[src/sv/astable_resistance_median_filter_defines.svh]
// Assertion macros for the astable resistance median filter.
// Included by the controller and datapath; relies on clk and rst_n in scope.
`ifndef ASTABLE_RESISTANCE_MEDIAN_FILTER_DEFINES_SVH
`define ASTABLE_RESISTANCE_MEDIAN_FILTER_DEFINES_SVH

`ifndef NO_ASSERTIONS
`define ARMF_ASSERT_SAME(lbl, ante, cons, msg) \
  lbl: assert property (@(posedge clk) disable iff (!rst_n) (ante) |-> (cons)) \
    else $error(msg);
`define ARMF_ASSERT_NEXT(lbl, ante, cons, msg) \
  lbl: assert property (@(posedge clk) disable iff (!rst_n) (ante) |=> (cons)) \
    else $error(msg);
`else
`define ARMF_ASSERT_SAME(lbl, ante, cons, msg)
`define ARMF_ASSERT_NEXT(lbl, ante, cons, msg)
`endif

`endif

[src/sv/armf_pkg.sv]
// Shared types and constants for the astable resistance median filter.
// No dependencies; imported by the controller, datapath and top level.
package armf_pkg;

  localparam int DIV_STEPS = 16;
  localparam int CNT_W = $clog2(DIV_STEPS);
  localparam int ADDR_W = 4;

  localparam logic [1:0] REG_RB_OHM = 2'd0;
  localparam logic [1:0] REG_MODELED_LOW = 2'd1;
  localparam logic [1:0] REG_LOW_SOURCE = 2'd2;

  localparam logic [29:0] RB_OHM_RESET = 30'd470;
  localparam logic [15:0] RES_MAX = 16'hFFFF;

  typedef enum logic [2:0] {
    S_IDLE,
    S_MUL,
    S_CMP,
    S_DIV,
    S_FILT,
    S_DONE
  } armf_state_t;

  typedef struct packed {
    logic cap;
    logic mul_en;
    logic cmp_en;
    logic div_en;
    logic filt_en;
    logic out_load;
  } armf_cmd_t;

  typedef struct packed {
    logic skip;
    logic out_valid;
  } armf_sts_t;

endpackage

[src/sv/armf_ctrl.sv]
// Controller state machine for the astable resistance median filter.
// Depends on armf_pkg and the assertion macro header.
`include "astable_resistance_median_filter_defines.svh"

module armf_ctrl (
  input  logic                 clk,
  input  logic                 rst_n,
  input  logic                 in_valid,
  output logic                 in_ready,
  input  logic                 out_ready,
  input  armf_pkg::armf_sts_t  sts,
  output armf_pkg::armf_cmd_t  cmd
);
  import armf_pkg::*;

  armf_state_t state_r;
  armf_state_t state_nxt;
  logic [CNT_W-1:0] cnt_r;
  logic [CNT_W-1:0] cnt_nxt;

  always_ff @(posedge clk) begin
    if (!rst_n) begin
      state_r <= S_IDLE;
      cnt_r <= '0;
    end else begin
      state_r <= state_nxt;
      cnt_r <= cnt_nxt;
    end
  end

  always_comb begin
    state_nxt = state_r;
    cnt_nxt = cnt_r;
    unique case (state_r)
      S_IDLE: begin
        if (in_valid) begin
          state_nxt = S_MUL;
        end
      end
      S_MUL: begin
        state_nxt = sts.skip ? S_FILT : S_CMP;
      end
      S_CMP: begin
        cnt_nxt = '0;
        state_nxt = S_DIV;
      end
      S_DIV: begin
        cnt_nxt = cnt_r + 1'b1;
        if (cnt_r == CNT_W'(DIV_STEPS - 1)) begin
          state_nxt = S_FILT;
        end
      end
      S_FILT: begin
        state_nxt = S_DONE;
      end
      S_DONE: begin
        if (!sts.out_valid || out_ready) begin
          state_nxt = S_IDLE;
        end
      end
      default: begin
        state_nxt = S_IDLE;
      end
    endcase
  end

  always_comb begin
    in_ready = 1'b0;
    cmd = '0;
    unique case (state_r)
      S_IDLE: begin
        in_ready = 1'b1;
        cmd.cap = in_valid;
      end
      S_MUL: begin
        cmd.mul_en = 1'b1;
      end
      S_CMP: begin
        cmd.cmp_en = 1'b1;
      end
      S_DIV: begin
        cmd.div_en = 1'b1;
      end
      S_FILT: begin
        cmd.filt_en = 1'b1;
      end
      S_DONE: begin
        cmd.out_load = !sts.out_valid || out_ready;
      end
      default: begin
        in_ready = 1'b0;
      end
    endcase
  end

  `ARMF_ASSERT_NEXT(a_accept_starts, cmd.cap, state_r == S_MUL, "Accepted beat did not start work")
  `ARMF_ASSERT_NEXT(a_div_ends, (state_r == S_DIV) && (cnt_r == CNT_W'(DIV_STEPS - 1)), state_r == S_FILT, "Divider did not finish on its last step")
  `ARMF_ASSERT_SAME(a_load_free, cmd.out_load, !sts.out_valid || out_ready, "Result loaded over a waiting beat")

endmodule

[src/sv/armf_dp.sv]
// Datapath for the astable resistance median filter: multiplier, divider,
// per-channel median-of-3 filter and output register. Depends on armf_pkg.
`include "astable_resistance_median_filter_defines.svh"

module armf_dp #(
  parameter int NUM_CHANNELS = 16
) (
  input  logic                 clk,
  input  logic                 rst_n,
  input  armf_pkg::armf_cmd_t  cmd,
  output armf_pkg::armf_sts_t  sts,
  input  logic [4:0]           in_channel,
  input  logic [31:0]          in_high_time,
  input  logic [31:0]          in_low_time,
  input  logic [29:0]          rb_ohm,
  input  logic [31:0]          modeled_low_time,
  input  logic                 low_source_measured,
  input  logic                 out_ready,
  output logic                 out_valid,
  output logic                 out_accepted,
  output logic [15:0]          out_resistance_ohm
);
  import armf_pkg::*;

  localparam int CH_W = (NUM_CHANNELS > 1) ? $clog2(NUM_CHANNELS) : 1;

  function automatic logic [15:0] mid3(input logic [15:0] a, input logic [15:0] b,
                                       input logic [15:0] c);
    logic [15:0] lo;
    logic [15:0] hi;
    logic [15:0] m;
    lo = (a > b) ? b : a;
    hi = (a > b) ? a : b;
    m = (hi > c) ? c : hi;
    return (lo > m) ? lo : m;
  endfunction

  logic [63:0] row_mem [NUM_CHANNELS];
  logic [63:0] row_r;
  logic [1:0]  pos_r [NUM_CHANNELS];
  logic [1:0]  fill_r [NUM_CHANNELS];

  logic [CH_W-1:0] ch_r;
  logic [31:0] lref_r;
  logic [31:0] diff_r;
  logic        gt_r;
  logic        reject_r;
  logic        zref_r;
  logic [61:0] prod_r;
  logic [63:0] rem_r;
  logic [47:0] dsh_r;
  logic [15:0] q_r;
  logic        sat_r;
  logic        acc_r;
  logic [15:0] res_r;
  logic        out_valid_r;
  logic        out_acc_r;
  logic [15:0] out_res_r;

  logic [CH_W-1:0] ch_idx;
  logic [31:0] lref;
  logic        reject;
  logic [63:0] num;
  logic        ge;
  logic [15:0] v;
  logic [1:0]  pos;
  logic [1:0]  fill;
  logic [1:0]  pos_nxt;
  logic [1:0]  fill_nxt;
  logic [15:0] w0;
  logic [15:0] w1;
  logic [15:0] w2;
  logic [15:0] filt_val;
  logic [15:0] res_nxt;
  logic        acc_nxt;
  logic        upd;

  assign ch_idx = CH_W'(in_channel);
  assign lref = low_source_measured ? in_low_time : modeled_low_time;
  assign reject = (32'(in_channel) >= NUM_CHANNELS) || (in_high_time == '0) ||
                  (in_low_time == '0);

  always_ff @(posedge clk) begin
    if (cmd.cap) begin
      ch_r <= ch_idx;
      lref_r <= lref;
      diff_r <= in_high_time - lref;
      gt_r <= in_high_time > lref;
      reject_r <= reject;
      zref_r <= lref == '0;
      row_r <= row_mem[ch_idx];
    end
  end

  always_ff @(posedge clk) begin
    if (cmd.mul_en) begin
      prod_r <= rb_ohm * diff_r;
    end
  end

  assign num = {1'b0, prod_r, 1'b0} + 64'(lref_r);
  assign ge = rem_r >= {16'b0, dsh_r};

  always_ff @(posedge clk) begin
    if (cmd.cmp_en) begin
      sat_r <= num >= {15'b0, lref_r, 17'b0};
      rem_r <= num;
      dsh_r <= {lref_r, 16'b0};
      q_r <= '0;
    end else if (cmd.div_en) begin
      if (ge) begin
        rem_r <= rem_r - {16'b0, dsh_r};
      end
      q_r <= {q_r[14:0], ge};
      dsh_r <= dsh_r >> 1;
    end
  end

  always_comb begin
    v = !gt_r ? 16'd0 : (sat_r ? RES_MAX : q_r);
    pos = pos_r[ch_r];
    fill = fill_r[ch_r];
    pos_nxt = (pos == 2'd2) ? 2'd0 : 2'(pos + 2'd1);
    fill_nxt = (fill == 2'd3) ? 2'd3 : 2'(fill + 2'd1);
    w0 = (pos == 2'd0) ? v : row_r[15:0];
    w1 = (pos == 2'd1) ? v : row_r[31:16];
    w2 = (pos == 2'd2) ? v : row_r[47:32];
    filt_val = (fill_nxt == 2'd3) ? mid3(w0, w1, w2) : v;
    upd = cmd.filt_en && !reject_r && !zref_r;
    if (reject_r) begin
      acc_nxt = 1'b0;
      res_nxt = '0;
    end else if (zref_r) begin
      acc_nxt = 1'b1;
      res_nxt = (fill != 2'd0) ? row_r[63:48] : 16'd0;
    end else begin
      acc_nxt = 1'b1;
      res_nxt = filt_val;
    end
  end

  always_ff @(posedge clk) begin
    if (upd) begin
      row_mem[ch_r] <= {filt_val, w2, w1, w0};
    end
  end

  always_ff @(posedge clk) begin
    if (!rst_n) begin
      for (int i = 0; i < NUM_CHANNELS; i++) begin
        pos_r[i] <= '0;
        fill_r[i] <= '0;
      end
    end else if (upd) begin
      pos_r[ch_r] <= pos_nxt;
      fill_r[ch_r] <= fill_nxt;
    end
  end

  always_ff @(posedge clk) begin
    if (cmd.filt_en) begin
      acc_r <= acc_nxt;
      res_r <= res_nxt;
    end
  end

  always_ff @(posedge clk) begin
    if (!rst_n) begin
      out_valid_r <= 1'b0;
    end else if (cmd.out_load) begin
      out_valid_r <= 1'b1;
    end else if (out_ready) begin
      out_valid_r <= 1'b0;
    end
  end

  always_ff @(posedge clk) begin
    if (cmd.out_load) begin
      out_acc_r <= acc_r;
      out_res_r <= res_r;
    end
  end

  assign sts.skip = reject_r || zref_r;
  assign sts.out_valid = out_valid_r;
  assign out_valid = out_valid_r;
  assign out_accepted = out_acc_r;
  assign out_resistance_ohm = out_res_r;

  `ARMF_ASSERT_NEXT(a_load_shows, cmd.out_load, out_valid_r, "Loaded result is not shown")
  `ARMF_ASSERT_NEXT(a_reject_zero, cmd.filt_en && reject_r, !acc_r && (res_r == 16'd0), "Rejected beat gave a non-zero result")
  `ARMF_ASSERT_SAME(a_pos_range, upd, pos != 2'd3, "Window write position out of range")

endmodule

[src/sv/astable_resistance_median_filter.sv]
// Top level of the astable resistance median filter: APB register file,
// controller and datapath. Depends on armf_pkg, armf_ctrl and armf_dp.
//
//   Channel  Ports                                  Beat moves
//   input    in_valid/in_ready, in_*                channel, high and low time
//   result   out_valid/out_ready, out_*             accepted flag, resistance
//   config   psel/penable/pwrite/paddr/pwdata/...   one register write or read
//
// A valid beat goes through multiply, compare, the 16-step restoring divide, filter
// and done; a rejected beat or one with a zero low reference skips compare and divide.
// A new beat is accepted in the cycle after the result enters the output register.
// Reset is synchronous and needs no clearing pass; filter state starts empty.
// A result still waiting in the output register holds the next finished beat in
// the final state until it is taken.
module astable_resistance_median_filter #(
  parameter int NUM_CHANNELS = 16
) (
  input  logic                        clk,
  input  logic                        rst_n,
  input  logic                        in_valid,
  output logic                        in_ready,
  input  logic [4:0]                  in_channel,
  input  logic [31:0]                 in_high_time,
  input  logic [31:0]                 in_low_time,
  output logic                        out_valid,
  input  logic                        out_ready,
  output logic                        out_accepted,
  output logic [15:0]                 out_resistance_ohm,
  input  logic                        psel,
  input  logic                        penable,
  input  logic                        pwrite,
  input  logic [armf_pkg::ADDR_W-1:0] paddr,
  input  logic [31:0]                 pwdata,
  output logic [31:0]                 prdata,
  output logic                        pready
);
  import armf_pkg::*;

  logic [29:0] rb_ohm_r;
  logic [31:0] modeled_low_r;
  logic        low_source_r;
  logic        wr_en;
  logic [1:0]  reg_idx;
  armf_cmd_t   cmd;
  armf_sts_t   sts;

  assign pready = 1'b1;
  assign wr_en = psel && penable && pwrite;
  assign reg_idx = paddr[3:2];

  always_ff @(posedge clk) begin
    if (!rst_n) begin
      rb_ohm_r <= RB_OHM_RESET;
      modeled_low_r <= '0;
      low_source_r <= 1'b0;
    end else if (wr_en) begin
      unique case (reg_idx)
        REG_RB_OHM: begin
          rb_ohm_r <= pwdata[29:0];
        end
        REG_MODELED_LOW: begin
          modeled_low_r <= pwdata;
        end
        REG_LOW_SOURCE: begin
          low_source_r <= pwdata[0];
        end
        default: begin
          low_source_r <= low_source_r;
        end
      endcase
    end
  end

  always_comb begin
    unique case (reg_idx)
      REG_RB_OHM: begin
        prdata = {2'b0, rb_ohm_r};
      end
      REG_MODELED_LOW: begin
        prdata = modeled_low_r;
      end
      REG_LOW_SOURCE: begin
        prdata = {31'b0, low_source_r};
      end
      default: begin
        prdata = '0;
      end
    endcase
  end

  armf_ctrl u_ctrl (
    .clk       (clk),
    .rst_n     (rst_n),
    .in_valid  (in_valid),
    .in_ready  (in_ready),
    .out_ready (out_ready),
    .sts       (sts),
    .cmd       (cmd)
  );

  armf_dp #(
    .NUM_CHANNELS (NUM_CHANNELS)
  ) u_dp (
    .clk                 (clk),
    .rst_n               (rst_n),
    .cmd                 (cmd),
    .sts                 (sts),
    .in_channel          (in_channel),
    .in_high_time        (in_high_time),
    .in_low_time         (in_low_time),
    .rb_ohm              (rb_ohm_r),
    .modeled_low_time    (modeled_low_r),
    .low_source_measured (low_source_r),
    .out_ready           (out_ready),
    .out_valid           (out_valid),
    .out_accepted        (out_accepted),
    .out_resistance_ohm  (out_resistance_ohm)
  );

endmodule

[config.mk]
export PLATFORM = sky130hd
export DESIGN_NAME = astable_resistance_median_filter
export DESIGN_NICKNAME = d
export VERILOG_FILES = /design/src/sv/armf_pkg.sv /design/src/sv/armf_ctrl.sv /design/src/sv/armf_dp.sv /design/src/sv/astable_resistance_median_filter.sv
export VERILOG_INCLUDE_DIRS = /design/src /design/src/sv
export SDC_FILE = /design/constraint.sdc
export NUM_CORES = 2
export LEC_CHECK = 0
export ABC_AREA = 1
export BUFFER_PORTS_ARGS = -buffer_cell sky130_fd_sc_hd__buf_4
export CORE_MARGIN = 5
export CORE_UTILIZATION = 35
export CTS_CLUSTER_SIZE = 24
export DETAILED_ROUTE_END_ITERATION = 12
export GPL_ROUTABILITY_DRIVEN = 0
export PLACE_DENSITY = 0.58
export SYNTH_ARGS = -nofsm -noshare
export SYNTH_HDL_FRONTEND = slang
export SYNTH_HIERARCHICAL = 1
export SYNTH_SLANG_ARGS = --single-unit
[constraint.sdc]
create_clock -name clk -period 32.2 [get_ports clk]
set_input_delay 9.66 -clock clk [delete_from_list [all_inputs] [get_ports clk]]
set_output_delay 9.66 -clock clk [all_outputs]
set_load 0.01 [all_outputs]
==> impl_metrics.csv <==
group,metric,value,unit
timing,fmax,0.04778,GHz
timing,fin_crit,20930,ps
final_layout,multi_input_area,0.04812,sq mm
clock_tree,clock_latency,870,ps
setup_path,r2r_end,"u_dp/row_mem[4][51]$_DFFE_PP_",
setup_path,worst_path_most_repeated_cell,"buf_4",
final_layout,final_cell_mix,"1943 x inv_1, 1814 x nand2_1, 1416 x edfxtp_1",
logic_synthesis,async_flop_share,0,%
outcome,status,"finished, violations left",
floorplanning,coreArea,0.2906,sq mm
setup_path,worstSetupPathType,"in -> out",
setup_path,endpoint_kind,"primary output",
timing,rsz0062_at_grt,"false",
global_routing,grt_overflow,0,
drt,drtIter0Drc,7271,
logic_synthesis,synth_top_family_by_area,"adder cells",
setup_path,crit_required,22540,ps
logic_synthesis,synth-main-ff-cell,"edfxtp_1",
logic_synthesis,synth_top_cell_by_area,"edfxtp_1",
setup_path,r2r_cells,38,
timing,max_slew_margin,-1.632,%
floorplanning,die_area,0.3025,sq mm
hold_path,hold_path_class,"reg -> reg",
drt,route.vias.total,74080,
clock_tree,root_buffer,"clkbuf_16",
drt,first_pass_iters,6,
floorplanning,die_x,550.0,um
hold_path,hold_end,"u_dp/out_resistance_ohm[4]$_DFFE_PP_",
drt,wire_per_inst,21.56,um
floorplanning,ios,164,
global_routing,grt_pass1_wl,465.7,mm
logic_synthesis,synth-simple-area-share,11.72,%
timing,setup_viol,0,
outcome,violations,"capacitance limit, slew limit",
timing,finClkSkew,99.69,ps
final_layout,drive_gt1_share,6.739,%
global_routing,grt_pass1_vias,75450,
final_layout,nets,11630,
clock_tree,cts_tree,"yes",
hold_path,hold_start,"u_dp/res_r[4]$_SDFFCE_PP0P_",
setup_path,r2r_slack,21270,ps
setup_path,worst_setup_path_start_kind,"input pin",
clock_tree,cts_hold_buffers,0,
drt,vias_per_cell,5.189,
logic_synthesis,synthXorXnorAreaFrac,1.562,%
logic_synthesis,ys_ff_latch,1523,
floorplanning,core.rowCount,198,
logic_synthesis,syn_area,0.1020,sq mm
setup_path,critical_path_arrival,11270,ps
placed_design,portBuffers,160,
logic_synthesis,syn-num-nets,11620,
global_routing,grt_max_degree,185,
floorplanning,initial_core_util,35.12,%
clock_tree,clk_path_buf_depth,4,
logic_synthesis,yosysTopAreaCellShare,41.67,%
timing,fin_setup_tns,0,ps
setup_path,cpPeakStageDelay,960,ps
timing,fin_ws,11270,ps
logic_synthesis,synth-edff-count,1416,
hold_path,hold_path_depth,0,
floorplanning,die_y,550.0,um
final_layout,final.fill_count,28230,
timing,worst_slew_pin_slew,1511,ps
placed_design,hpwlAfterDp,198.6,mm
clock_tree,cts_resized,0,
setup_path,critPathSlowestCell,"nor2_4",
global_routing,grt_use_total,20.01,%
logic_synthesis,synth.area.mux_share,2.531,%
final_layout,final_common_cell,"inv_1",
drt,final_antenna_net_count,0,
logic_synthesis,ys_types,59,
logic_synthesis,synth_compound_area_share,9.339,%
logic_synthesis,ys_seq_area_share,43.77,%
clock_tree,postCtsSetupRepairBufs,0,
logic_synthesis,synth.avg_cell_area,9.976,sq um
setup_path,crit_fanout,55,
drt,drcViolationCount,0,
final_layout,area_delta_synth_final,10.67,%
drt,totalWireLength,307.8,mm
final_layout,ff_latch_area,0.04466,sq mm
job,drv_cap,1,
logic_synthesis,synthAdderAreaFrac,21.85,%
clock_tree,clock_sinks,1523,
logic_synthesis,yosysWarnings,6,
clock_tree,htreeDepth,4,
timing,post-route-period-util,64.99,%
placed_design,post-place-ws,11320,ps
setup_path,path_cells,"buf_4 -> nor2_4 -> a22o_1 -> buf_4",
global_routing,antenna_found_initial,11,
logic_synthesis,synth_area_leaders,"edfxtp_1 42%, fa_1 16%, inv_1 7.2%",
clock_tree,cts.clk_slew.worst_paths,60,ps
timing,finalHoldViolCount,0,
clock_tree,numCtsBuffers,171,
logic_synthesis,postSynthCellCount,10230,
timing,drv_slew,2,
==> cells in the mapped netlist (all sizes together) (60+ instances only) <==
library cell  number
mux2i            258
inv             1957
a21oi            564
o22ai             64
o21ai            569
nand2           1828
buf               79
ha               440
xor2             122
clkbuf           397
nor2             499
fa               839
o211ai           272
edfxtp          1416
or2               66
nand3            355
xnor2             60
dfxtp            107
==> sequential cells by signal, indices dropped and copies added (netlist names), 16 cells and up, named ones only <==
signal	cells
u_dp/out_resistance_ohm	16
u_dp/dsh_r	48
rb_ohm_r	30
u_dp/pos_r	32
u_dp/rem_r	64
u_dp/fill_r	32
u_dp/row_mem	1024
u_dp/q_r	16
u_dp/diff_r	32
u_dp/row_r	64
u_dp/lref_r	32
modeled_low_r	32
u_dp/prod_r	62
u_dp/res_r	16
==> layout make-up <==
type / instances / share of cell area [%]
flip-flops and latches: 1523 / 39.55
repair buffers: 317 / 2.183
well taps: 3900 / 4.321
clock buffers: 211 / 4.023
clock inverters: 91 / 0.7855
multi-input cells: 6272 / 42.61
diodes: 4 / 0.008863
inverters: 1958 / 6.524
==> per-stage QoR <==
stage          utilization (%)  hold WS, ps  area, sq um  cells
5_1_grt                  38.86        365.4       112900  14270
3_5_place_dp             36.99        405.7       107500  13970
3_3_place_gp             36.99        403.4       107500  13970
6_report                 38.86        357.9       112900  14280
2_1_floorplan                -        400.3       102000  10230
4_1_cts                  38.86        354.8       112900  14270
==> per-layer routing <==
layer  GRT usage, %  part of all wire, %  up-vias
met5              0                    0        -
li1               -                    -    33430
met3          3.645                  8.4      574
met2          32.31                   46     3103
met1          27.07                   42    36970
met4          7.177                  3.9        0
==> worst max path at each step <==
stage | start | endpoint | slack (ps) | cells after the start
global route | paddr[3] | prdata[6] | 11170 | 4
floorplan | in_valid | flop | 11820 | 3
detailed placement | paddr[3] | prdata[10] | 11320 | 4
CTS | paddr[3] | prdata[10] | 11310 | 4
finish | paddr[3] | prdata[10] | 11270 | 4
global placement | paddr[3] | prdata[8] | 11360 | 4
==> kinds of logic after synthesis <==
kind of cell	Yosys count
AO/OA/AOI/OAI	1652
flip-flops	1523
AND/OR/NAND/NOR	2900
XOR/XNOR	182
adder cells (fa/ha/maj)	1279
multiplexers	258
other	1
buffers and inverters	2434
==> worst max-delay path: cells and delay by family <==
kind,cells,cell delay (ps)
buffers and inverters,2,280
AO/OA/AOI/OAI,1,340
AND/OR/NAND/NOR,1,960
Power is not shown: default switching activity piles up to over one toggle a cycle in this logic, so the estimate is an artifact.
